$ cat src/rtl/kplrd_pkg.sv
// ----------------------------------------------------------------------------
// Key press long/repeat detector package
// Shared types, register indexes, command and mode codes.
// ----------------------------------------------------------------------------
package kplrd_pkg;

   localparam int NUM_KEYS   = 8;
   localparam int KEY_SEL_W  = (NUM_KEYS > 1) ? $clog2(NUM_KEYS) : 1;
   localparam int CSR_IDX_W  = 3;
   localparam int CSR_DATA_W = 16;

   localparam logic [CSR_IDX_W-1:0] CSR_KEY_MODES        = 3'd0;
   localparam logic [CSR_IDX_W-1:0] CSR_ACTIVE_LEVEL     = 3'd1;
   localparam logic [CSR_IDX_W-1:0] CSR_LONG_THRESHOLD   = 3'd2;
   localparam logic [CSR_IDX_W-1:0] CSR_REPEAT_THRESHOLD = 3'd3;
   localparam logic [CSR_IDX_W-1:0] CSR_REPEAT_PERIOD    = 3'd4;

   localparam logic CMD_SAMPLE = 1'b0;
   localparam logic CMD_FETCH  = 1'b1;

   localparam logic [1:0] MODE_SHORT  = 2'd0;
   localparam logic [1:0] MODE_LONG   = 2'd1;
   localparam logic [1:0] MODE_REPEAT = 2'd2;

   localparam logic [7:0] HOLD_SAT   = 8'hfe;
   localparam logic [7:0] HOLD_FIRED = 8'hff;

   localparam logic [15:0] RST_KEY_MODES        = 16'h0000;
   localparam logic        RST_ACTIVE_LEVEL     = 1'b0;
   localparam logic [7:0]  RST_LONG_THRESHOLD   = 8'd100;
   localparam logic [7:0]  RST_REPEAT_THRESHOLD = 8'd50;
   localparam logic [7:0]  RST_REPEAT_PERIOD    = 8'd15;

   typedef struct packed {
      logic [15:0] key_modes;
      logic        active_level;
      logic [7:0]  long_threshold;
      logic [7:0]  repeat_threshold;
      logic [7:0]  repeat_period;
   } cfg_type;

   typedef struct packed {
      logic       cmd;
      logic [2:0] key_index;
      logic       raw_level;
   } req_type;

   typedef struct packed {
      logic       event_valid;
      logic [2:0] event_key;
      logic       event_long;
   } rsp_type;

endpackage

$ cat src/rtl/kplrd_csr.sv
// ----------------------------------------------------------------------------
// Key press long/repeat detector configuration registers
// Write-only register file for key modes, active level, hold thresholds and repeat period.
// ----------------------------------------------------------------------------
module kplrd_csr (
   input  logic                                 clock,
   input  logic                                 reset,
   input  logic                                 csr_wr_en,
   input  logic [kplrd_pkg::CSR_IDX_W-1:0]      csr_index,
   input  logic [kplrd_pkg::CSR_DATA_W-1:0]     csr_wdata,
   output kplrd_pkg::cfg_type                   cfg
);

   kplrd_pkg::cfg_type cfg_ff;
   kplrd_pkg::cfg_type cfg_in;

   always_comb begin
      cfg_in = cfg_ff;
      if (csr_wr_en) begin
         case (csr_index)
            kplrd_pkg::CSR_KEY_MODES:        cfg_in.key_modes        = csr_wdata;
            kplrd_pkg::CSR_ACTIVE_LEVEL:     cfg_in.active_level     = csr_wdata[0];
            kplrd_pkg::CSR_LONG_THRESHOLD:   cfg_in.long_threshold   = csr_wdata[7:0];
            kplrd_pkg::CSR_REPEAT_THRESHOLD: cfg_in.repeat_threshold = csr_wdata[7:0];
            kplrd_pkg::CSR_REPEAT_PERIOD:    cfg_in.repeat_period    = csr_wdata[7:0];
            default:                         cfg_in = cfg_ff;
         endcase
      end
   end

   always_ff @(posedge clock) begin
      if (reset) begin
         cfg_ff.key_modes        <= kplrd_pkg::RST_KEY_MODES;
         cfg_ff.active_level     <= kplrd_pkg::RST_ACTIVE_LEVEL;
         cfg_ff.long_threshold   <= kplrd_pkg::RST_LONG_THRESHOLD;
         cfg_ff.repeat_threshold <= kplrd_pkg::RST_REPEAT_THRESHOLD;
         cfg_ff.repeat_period    <= kplrd_pkg::RST_REPEAT_PERIOD;
      end else begin
         cfg_ff <= cfg_in;
      end
   end

   assign cfg = cfg_ff;

endmodule

$ cat src/rtl/kplrd_key_bank.sv
// ----------------------------------------------------------------------------
// Key press long/repeat detector key bank
// Per-key level and hold counters with the one-entry event latch.
// ----------------------------------------------------------------------------
module kplrd_key_bank (
   input  logic                clock,
   input  logic                reset,
   input  kplrd_pkg::cfg_type  cfg,
   input  logic                step_en,
   input  kplrd_pkg::req_type  item,
   output kplrd_pkg::rsp_type  result
);

   logic [kplrd_pkg::NUM_KEYS-1:0] last_level_ff;
   logic [kplrd_pkg::NUM_KEYS-1:0] last_level_in;
   logic [7:0] hold_count_ff [kplrd_pkg::NUM_KEYS];
   logic [7:0] hold_count_in [kplrd_pkg::NUM_KEYS];
   logic       latch_valid_ff, latch_valid_in;
   logic [2:0] latch_key_ff, latch_key_in;
   logic       latch_long_ff, latch_long_in;

   logic [kplrd_pkg::KEY_SEL_W-1:0] sel;
   logic       key_ok;
   logic       now, was_pressed;
   logic [1:0] mode;
   logic [7:0] cnt_rd, cnt_mid, cnt_new;
   logic       ev_mid, ev, ev_long;

   assign sel         = item.key_index[kplrd_pkg::KEY_SEL_W-1:0];
   assign key_ok      = (32'(item.key_index) < kplrd_pkg::NUM_KEYS);
   assign now         = (item.raw_level == cfg.active_level);
   assign was_pressed = last_level_ff[sel];
   assign mode        = cfg.key_modes[2*sel +: 2];
   assign cnt_rd      = hold_count_ff[sel];

   always_comb begin
      cnt_mid = cnt_rd;
      ev_mid  = 1'b0;
      if (now && !was_pressed) begin
         ev_mid  = (mode != kplrd_pkg::MODE_LONG);
         cnt_mid = 8'd0;
      end else if (now && was_pressed) begin
         if (cnt_rd < kplrd_pkg::HOLD_SAT) begin
            cnt_mid = cnt_rd + 8'd1;
         end
      end else if (!now && was_pressed) begin
         ev_mid = (mode == kplrd_pkg::MODE_LONG) && (cnt_rd != kplrd_pkg::HOLD_FIRED);
      end

      cnt_new = cnt_mid;
      ev      = ev_mid;
      ev_long = 1'b0;
      case (mode)
         kplrd_pkg::MODE_LONG: begin
            if (cnt_mid == cfg.long_threshold) begin
               ev      = 1'b1;
               ev_long = 1'b1;
               cnt_new = kplrd_pkg::HOLD_FIRED;
            end
         end
         kplrd_pkg::MODE_REPEAT: begin
            if (cnt_mid == cfg.repeat_threshold) begin
               ev      = 1'b1;
               cnt_new = cfg.repeat_threshold - cfg.repeat_period;
            end
         end
         default: begin
            cnt_new = cnt_mid;
         end
      endcase
   end

   always_comb begin
      last_level_in  = last_level_ff;
      hold_count_in  = hold_count_ff;
      latch_valid_in = latch_valid_ff;
      latch_key_in   = latch_key_ff;
      latch_long_in  = latch_long_ff;
      result.event_valid = latch_valid_ff;
      result.event_key   = latch_key_ff;
      result.event_long  = latch_long_ff;
      if (step_en) begin
         if (item.cmd == kplrd_pkg::CMD_FETCH) begin
            latch_valid_in = 1'b0;
            latch_key_in   = 3'd0;
            latch_long_in  = 1'b0;
         end else if (key_ok) begin
            last_level_in[sel] = now;
            hold_count_in[sel] = cnt_new;
            if (ev && !latch_valid_ff) begin
               latch_valid_in = 1'b1;
               latch_key_in   = item.key_index;
               latch_long_in  = ev_long;
            end
            result.event_valid = latch_valid_in;
            result.event_key   = latch_key_in;
            result.event_long  = latch_long_in;
         end
      end
   end

   always_ff @(posedge clock) begin
      if (reset) begin
         last_level_ff  <= '0;
         for (int i = 0; i < kplrd_pkg::NUM_KEYS; i++) begin
            hold_count_ff[i] <= 8'd0;
         end
         latch_valid_ff <= 1'b0;
         latch_key_ff   <= 3'd0;
         latch_long_ff  <= 1'b0;
      end else begin
         last_level_ff  <= last_level_in;
         hold_count_ff  <= hold_count_in;
         latch_valid_ff <= latch_valid_in;
         latch_key_ff   <= latch_key_in;
         latch_long_ff  <= latch_long_in;
      end
   end

   a_empty_latch_zero: assert property (@(posedge clock) disable iff (reset)
      !latch_valid_ff |-> (latch_key_ff == 3'd0) && !latch_long_ff)
      else $error("empty latch holds stale event data");

   a_fetch_clears: assert property (@(posedge clock) disable iff (reset)
      step_en && (item.cmd == kplrd_pkg::CMD_FETCH) |=> !latch_valid_ff)
      else $error("fetch did not clear the latch");

   a_full_latch_holds: assert property (@(posedge clock) disable iff (reset)
      latch_valid_ff && !(step_en && (item.cmd == kplrd_pkg::CMD_FETCH))
      |=> latch_valid_ff && $stable(latch_key_ff) && $stable(latch_long_ff))
      else $error("latched event overwritten before fetch");

endmodule

$ cat src/rtl/key_press_long_repeat_detector_unit.sv
// ----------------------------------------------------------------------------
// Key press long/repeat detector
// Short, long and auto-repeat key event detection with a one-entry latch.
// ----------------------------------------------------------------------------
// One transfer is accepted per cycle, sustained, unless the input stalls.
// A transfer lands in the input register; once the result register can
// take it, it updates the per-key level, hold counter and event latch and
// its result is captured in the result register. All per-key state sits in
// flip-flops and is read, modified and written back as each transfer
// advances, so back-to-back samples of the same key need no forwarding.
// The input stalls only while both registers are full and rsp_stall is high.
module key_press_long_repeat_detector_unit (
   input  logic                              clock,
   input  logic                              reset,
   input  logic                              req_valid,
   output logic                              req_stall,
   input  kplrd_pkg::req_type                req_data,
   output logic                              rsp_valid,
   input  logic                              rsp_stall,
   output kplrd_pkg::rsp_type                rsp_data,
   input  logic                              csr_wr_en,
   input  logic [kplrd_pkg::CSR_IDX_W-1:0]   csr_index,
   input  logic [kplrd_pkg::CSR_DATA_W-1:0]  csr_wdata
);

   kplrd_pkg::cfg_type cfg;
   kplrd_pkg::req_type in_data_ff, in_data_in;
   logic               in_valid_ff, in_valid_in;
   kplrd_pkg::rsp_type out_data_ff, out_data_in;
   logic               out_valid_ff, out_valid_in;
   kplrd_pkg::rsp_type step_result;
   logic               out_ready, advance, req_take;

   kplrd_csr u_csr (
      .clock     (clock),
      .reset     (reset),
      .csr_wr_en (csr_wr_en),
      .csr_index (csr_index),
      .csr_wdata (csr_wdata),
      .cfg       (cfg)
   );

   kplrd_key_bank u_key_bank (
      .clock   (clock),
      .reset   (reset),
      .cfg     (cfg),
      .step_en (advance),
      .item    (in_data_ff),
      .result  (step_result)
   );

   assign out_ready = !out_valid_ff || !rsp_stall;
   assign advance   = in_valid_ff && out_ready;
   assign req_stall = in_valid_ff && !out_ready;
   assign req_take  = req_valid && !req_stall;

   always_comb begin
      in_valid_in = in_valid_ff;
      in_data_in  = in_data_ff;
      if (req_take) begin
         in_valid_in = 1'b1;
         in_data_in  = req_data;
      end else if (advance) begin
         in_valid_in = 1'b0;
      end

      out_valid_in = out_valid_ff;
      out_data_in  = out_data_ff;
      if (advance) begin
         out_valid_in = 1'b1;
         out_data_in  = step_result;
      end else if (!rsp_stall) begin
         out_valid_in = 1'b0;
      end
   end

   always_ff @(posedge clock) begin
      if (reset) begin
         in_valid_ff  <= 1'b0;
         out_valid_ff <= 1'b0;
      end else begin
         in_valid_ff  <= in_valid_in;
         out_valid_ff <= out_valid_in;
      end
      in_data_ff  <= in_data_in;
      out_data_ff <= out_data_in;
   end

   assign rsp_valid = out_valid_ff;
   assign rsp_data  = out_data_ff;

   a_stall_only_when_full: assert property (@(posedge clock) disable iff (reset)
      req_stall |-> in_valid_ff && out_valid_ff && rsp_stall)
      else $error("input stalled without a full pipeline");

   a_advance_fills_output: assert property (@(posedge clock) disable iff (reset)
      advance |=> out_valid_ff)
      else $error("processed transfer lost before the result register");

   a_held_item_stays: assert property (@(posedge clock) disable iff (reset)
      in_valid_ff && !advance |=> in_valid_ff && $stable(in_data_ff))
      else $error("pending transfer changed while waiting");

endmodule
$ cat config.mk
export PLATFORM = sky130hd
export DESIGN_NAME = key_press_long_repeat_detector_unit
export DESIGN_NICKNAME = d
export VERILOG_FILES = /design/src/rtl/kplrd_pkg.sv /design/src/rtl/kplrd_csr.sv /design/src/rtl/kplrd_key_bank.sv /design/src/rtl/key_press_long_repeat_detector_unit.sv
export SDC_FILE = /design/constraint.sdc
export NUM_CORES = 1
export LEC_CHECK = 0
export ABC_AREA = 1
export BUFFER_PORTS_ARGS = -buffer_cell sky130_fd_sc_hd__clkbuf_2
export CORE_ASPECT_RATIO = 0.8
export CORE_UTILIZATION = 47
export DETAILED_ROUTE_END_ITERATION = 16
export PLACE_DENSITY = 0.62
export SYNTH_ARGS = -nofsm -noshare
export SYNTH_HDL_FRONTEND = slang
export SYNTH_SLANG_ARGS = --single-unit
$ cat constraint.sdc
create_clock -name clock -period 3.1 [get_ports clock]
set_clock_uncertainty 0.2 [all_clocks]
set_input_delay 0.465 -clock clock [delete_from_list [all_inputs] [get_ports clock]]
set_output_delay 0.465 -clock clock [all_outputs]
set_load 0.02 [all_outputs]
Yosys cells after proc, flatten, opt, wreduce, memory -nomap -nowiden. Cells that the tools add are included.

Flip-flop bits (word level): 130. Bits in latches: 0. Bits in writable memories: 0. Bits in read-only memories: 0. Output and inout bits: 7. Memories: 0.

Add/sub/neg operators: 2. Multipliers: 0. Div/mod/pow operators: 0. Order comparisons: 5. Equal/unequal tests: 12. Shifts and indexed selects: 1. Multiplexer cells: 36. Bitwise logic cells: 2. Reduce and logical (&&, ||, !) cells: 26.

Operator list (number): $bwmux W64 (1); $mux W8 (8); $bmux W8 S3 (1); $demux W8 S3 (1); $mux W1 (17); $eq A8 B8 Y1 (2); $pmux W8 S2 (1); $shiftx A16 B5 Y2 (1); $reduce_and A2 Y1 (6); $logic_and A1 B1 Y1 (10); $add A8 B1 Y8 const B (1); $bwmux W8 (1); $lt A8 B8 Y1 const B (1); $ne A8 B8 Y1 const B (1); $sub A8 B8 Y8 (1); $logic_not A1 Y1 (7); $eq A3 B2 Y1 const B (2); $mux W3 (2); $mux W5 (1); $ge A4 B4 Y1 const B (1); $lt A3 B4 Y1 const B (1); $lt A4 B1 Y1 const B (1); $ne A2 B1 Y1 const B (2); $not A3 Y4 (1); other kinds (13) (13).

Depth between registers and ports, before layout.
Word-level depth: 14. Depth in mapped cells: 29. Mapped depth without buffers: 27.

Hierarchy. A second synthesis with hierarchy kept.

Cells, all modules: 1084. Area, all modules: 7075.5 sq um.

By module, submodules not included: kplrd_key_bank (instances 1, cells each 818, area each 5018.6 sq um); kplrd_csr (instances 1, cells each 244, area each 1665.3 sq um); key_press_long_repeat_detector_unit (instances 1, cells each 22, area each 391.6 sq um).

Worst setup path before layout. No wires, ideal clock.

Path type: register to register. Start point: register in_data_ff[1] in the netlist's numbering. End point: register u_key_bank.hold_count_ff[59] in the netlist's numbering. Setup time: 0.128 ns. Arrival: 2.800 ns. Data required time: 2.772 ns. Setup slack: -0.029 ns. Cell stages (with the launch flop): 25. Buffers on the path: 2. Clock period less this slack: 3.129 ns. Path through: edfxtp_1 > buf_6 > buf_2 > or2_2 > o211ai_1 > nand4_1 > ha_1 > inv_1 > nor2_2 > nand2_1 > nand2_1 > nand2_1 > nand3_2 > nand2_2 > nand2_1 > nand2_1 > inv_1 > nand2_1 > nor2_1 > nand3_1 > nand2_1 > inv_2 > o21ai_1 > o21ai_4 > a21oi_1.

Cells in the longest elaborated chain, start to end: 12. Elaborated cells on any way between the ends: 28.

RTL lines: start: declaration (RTL line key_press_long_repeat_detector_unit.sv:27) `kplrd_pkg::req_type in_data_ff, in_data_in;`; start signal: assignment (RTL line key_press_long_repeat_detector_unit.sv:85) `in_data_ff <= in_data_in;`; $not A3 Y4 (not written as such) (RTL line kplrd_key_bank.sv:34, kplrd_key_bank.sv:89); $bmux W8 S3 (RTL line kplrd_key_bank.sv:34) `assign cnt_rd = hold_count_ff[sel];`; $mux W8 (not written as such) (2 in series) (RTL line kplrd_key_bank.sv:34); $add A8 B1 Y8 / $lt A8 B8 Y1 (equally long branches) (RTL line kplrd_key_bank.sv:44, kplrd_key_bank.sv:43); $mux W8 (RTL line kplrd_key_bank.sv:43) `if (cnt_rd < kplrd_pkg::HOLD_SAT) begin`; $mux W8 (RTL line kplrd_key_bank.sv:42) `end else if (now && was_pressed) begin`; $mux W8 (RTL line kplrd_key_bank.sv:39) `if (now && !was_pressed) begin`; $eq A8 B8 Y1 (on tied branches) (RTL line kplrd_key_bank.sv:62, kplrd_key_bank.sv:55); $mux W8 (on tied branches) (RTL line kplrd_key_bank.sv:62, kplrd_key_bank.sv:55); $pmux W8 S2 (RTL line kplrd_key_bank.sv:53) `case (mode)`; $bwmux W64 (*) (RTL line kplrd_key_bank.sv:89) `hold_count_in[sel] = cnt_new;`; end signal: assignment (RTL line kplrd_key_bank.sv:113) `hold_count_ff <= hold_count_in;`; end: declaration (RTL line kplrd_key_bank.sv:16) `logic [7:0] hold_count_ff [kplrd_pkg::NUM_KEYS];`.

Every way passes the cells marked *; elsewhere a longest branch is shown, timed or not. The select of a mux whose other input is x is not followed. A chain may end at the register's enable or synchronous reset.

==> reports/results.ini <==
[detailed_routing]
postRouteAntennaNets=0
first_pass_iters=4
detailed_route_drc_error_count=0
avgViaCountPerCell=5.26
drt_iter0_drc=518
num_vias=7145
wl_um=21700
routedWlPerCell_um=16.0

[worst_setup_path]
dominant_cell_type_by_count_on_the_critical_path=sky130_fd_sc_hd__nand2_2
critPathCaptureType=register
worst-endpoint-required_ns=3.07
worstSetupPathType=reg -> reg
worst_ep_arrival_time_ns=3.46
crit_chain=inv_4 -> buf_4 -> o21ai_0 -> nand4_1 -> buf_4 -> buf_4 -> nand3_1 -> nand2_1 -> nand2_1 -> nand2_2 -> nand2_2 -> nand2_2 -> nand2_1 -> nand2_2 -> nor2_4 -> buf_6 -> nand3_2 -> nand2_2 -> nand2_2 -> nand2_4 -> nand3_2 -> nand3_2 -> o21ai_2
cp_bufs_invs=5
cell_depth_of_the_worst_flop_to_flop_path=23
crit_path_max_fanout=7
path_delay_family=simple AND/OR/NAND/NOR gates
timing.critical_path.slowest_stage_cell=sky130_fd_sc_hd__edfxtp_1
cp_num_cells=23
max_stage_delay_ns=0.46
cp-start-kind=register

[logic_synthesis]
netlist_instances=1022
postSynthAreaPerCell_um2=6.73
yosysSeqAreaShare_pct=39.3
async_set_reset_flop_share_out_of_synthesis_pct=0
number_of_flops_mapped_to_enable_cells_by_yosys=10
yosys_most_used_dff=sky130_fd_sc_hd__dfxtp_1
synth_nets=1062
yosys.area.top_type_share_pct=34.9
cells_taking_the_most_area_after_synthesis=sky130_fd_sc_hd__dfxtp_1, sky130_fd_sc_hd__nand2_1, sky130_fd_sc_hd__inv_1, sky130_fd_sc_hd__o21ai_0, sky130_fd_sc_hd__a21oi_1
netlist-cell-type-count=38
total_standard_cell_area_after_synthesis_um2=6880
ys_ff_latch=130
synth.largest_area_cell=sky130_fd_sc_hd__dfxtp_1
synthesis.yosys.warnings=0

[clock_network]
clk_transition_reported_paths_ns=0.06
tritoncts.num_buffers=17
ctsHtreeMaxLevel=4
cts_max_path_buffers=2
tritoncts_clock_tree=done
cts_root_buf=sky130_fd_sc_hd__clkbuf_16
clk_latency_ns=0.43
cts.sink_count=130

[global_routing]
grt_first_pass_wirelength_um=33200
first_global_vias=6508
grt_start_max_net_pins=55
grt_antenna_before_repair=0
grt_util_all_layers_pct=29.2
grt-ovfl-total=0

[outcome]
violations=negative setup slack
run_status=complete, but fails checks

[place]
dpl_hpwl_um=14600
placer_congestion=0.904
post-place-cells=1303
portBuffers=35

[cells_and_area]
area_delta_synth_final_pct=38.4
fin_cells=1359
final_util_pct=66.6
diodes=0
final_cell_mix=sky130_fd_sc_hd__nand2_1, sky130_fd_sc_hd__inv_1, sky130_fd_sc_hd__dfxtp_1
layout.cells.most_common=sky130_fd_sc_hd__nand2_1
nets=1202
drive_above_1_share_pct=32.9

[timing]
max_clock_freq_mhz=286
drv_slew=0
tightestPinTransition_ns=0.710
total_count_of_hold_check_failures_in_the_final_report=0
grt_setup_unrepaired=true
max_slew_margin_pct=52.6
setup-violations-final=74
hold_slack_ns=0.0332
setup_ws_ns=-0.393
finalCritPeriodShare_pct=113
timing.final.crit_period_ns=3.49
timing.setup.tns_ns=-21.14

[floorplan]
core.rowCount=39
fp.dieW_um=137
initial_utilization_pct=48.1
floorplan.io_pins=36
core_outline_area_um2=14300
die-area_um2=15100
die_ht_um=110

[job]
max_cap_violations=0

[worst_hold_path]
worst_hold_path.num_cells=1
timing.hold.worst.class=in -> reg

[pwr]
power.static_leakage_uw=0.00427
vdd_ir_drop_max_mv=0.378
powerDensity_nw_per_um2=478

==> through the flow <==
stage | total power [uW] | setup WS (ns) | instance area [um2]
CTS | 4470 | -0.265 | 9090
global route | 4710 | -0.596 | 9520
global placement | 2430 | -0.377 | 7900
detailed placement | 2430 | -0.433 | 7900
floorplan | 2170 | 0.00965 | 6880
finish | 4550 | -0.393 | 9520
==> sequential cells by signal, indices dropped and copies added, names as in the netlist <==
register	cells
in_data_ff	5
rsp_data	5
u_key_bank.latch_valid_ff	1
u_key_bank.last_level_ff	8
u_csr.cfg	41
in_valid_ff	1
u_key_bank.latch_long_ff	1
u_key_bank.hold_count_ff	64
rsp_valid	1
u_key_bank.latch_key_ff	3
==> final cells by class <==
class                           instances  area, um2
Tap cell                              184        230
Timing Repair Buffer                  154       1210
Fill cell                            1242       4780
Inverter                              173        664
Clock inverter                          8       76.3
Sequential cell                       130       2700
Multi-Input combinational cell        686       4140
Clock buffer                           24        493
==> logic make-up after synthesis <==
group / after synthesis / share of synthesized area [%]
flops: 130 / 39.3
buf+inv: 206 / 11.7
simple gates: 421 / 26.5
compound gates: 247 / 19.5
xor+xnor: 7 / 0.892
fa+ha+maj: 11 / 2.11
==> cells in the mapped netlist, types with 3 or more instances <==
library cell,number
sky130_fd_sc_hd__dfxtp_1,120
sky130_fd_sc_hd__nand3_1,80
sky130_fd_sc_hd__inv_2,9
sky130_fd_sc_hd__xnor2_1,4
sky130_fd_sc_hd__xor2_1,3
sky130_fd_sc_hd__a21oi_1,104
sky130_fd_sc_hd__ha_1,10
sky130_fd_sc_hd__buf_2,4
sky130_fd_sc_hd__nor2_2,4
sky130_fd_sc_hd__inv_1,161
sky130_fd_sc_hd__a22o_1,3
sky130_fd_sc_hd__nor2_1,84
sky130_fd_sc_hd__nand2_1,219
sky130_fd_sc_hd__o21ai_0,109
sky130_fd_sc_hd__o211ai_1,10
sky130_fd_sc_hd__nand2_2,15
sky130_fd_sc_hd__clkbuf_1,23
sky130_fd_sc_hd__o21ai_1,8
sky130_fd_sc_hd__nand3b_1,5
sky130_fd_sc_hd__nand3_2,9
sky130_fd_sc_hd__edfxtp_1,10
==> metal layers <==
metal	GRT usage (%)	part of all wire [%]	up-vias
met2	46.5	46	200
met4	6.99	1.5	0
met3	5.49	6.2	29
li1	-	-	3576
met5	0	0	-
met1	40.8	47	3340
==> worst register-to-register path, stage by stage, from the launching register on <==
cell and delay (ns):
sky130_fd_sc_hd__edfxtp_1 0.46, sky130_fd_sc_hd__inv_4 0.08, sky130_fd_sc_hd__buf_4 0.16, sky130_fd_sc_hd__o21ai_0 0.27, sky130_fd_sc_hd__nand4_1 0.24, sky130_fd_sc_hd__buf_4 0.20
sky130_fd_sc_hd__buf_4 0.12, sky130_fd_sc_hd__nand3_1 0.07, sky130_fd_sc_hd__nand2_1 0.05, sky130_fd_sc_hd__nand2_1 0.06, sky130_fd_sc_hd__nand2_2 0.10, sky130_fd_sc_hd__nand2_2 0.10
sky130_fd_sc_hd__nand2_2 0.06, sky130_fd_sc_hd__nand2_1 0.10, sky130_fd_sc_hd__nand2_2 0.08, sky130_fd_sc_hd__nor2_4 0.12, sky130_fd_sc_hd__buf_6 0.11, sky130_fd_sc_hd__nand3_2 0.07
sky130_fd_sc_hd__nand2_2 0.07, sky130_fd_sc_hd__nand2_2 0.06, sky130_fd_sc_hd__nand2_4 0.13, sky130_fd_sc_hd__nand3_2 0.10, sky130_fd_sc_hd__nand3_2 0.13, sky130_fd_sc_hd__o21ai_2 0.08
==> power by group <==
group / leakage (uW) / total [uW] / internal [uW] / switching, uW
combinational: 0.00293 / 821 / 316 / 505
sequential: 0.00107 / 1770 / 1740 / 26.6
clock: 0.000272 / 1960 / 1190 / 767
total: 0.00427 / 4550 / 3250 / 1300
==> what timing repair did <==
item,4_1_cts,5_1_grt
pin swaps,48,51
endpoints found under the setup margin,74,74
hold buffers,3,0
hold endpoints to repair,3,0
setup buffers,18,5
gates resized for setup,116,104
gates cloned,0,0
==> path summary, 6_finish.rpt <==
path            startpoint       endpoint  slack (ns)
max          in_data_ff[1]    rsp_data[2]       -0.39
min            req_data[1]  in_data_ff[1]        0.03
min reg2reg  u_csr.cfg[37]  u_csr.cfg[37]        0.26
max reg2reg  in_data_ff[1]    rsp_data[2]       -0.39
Power figures use the tool's default switching activity.
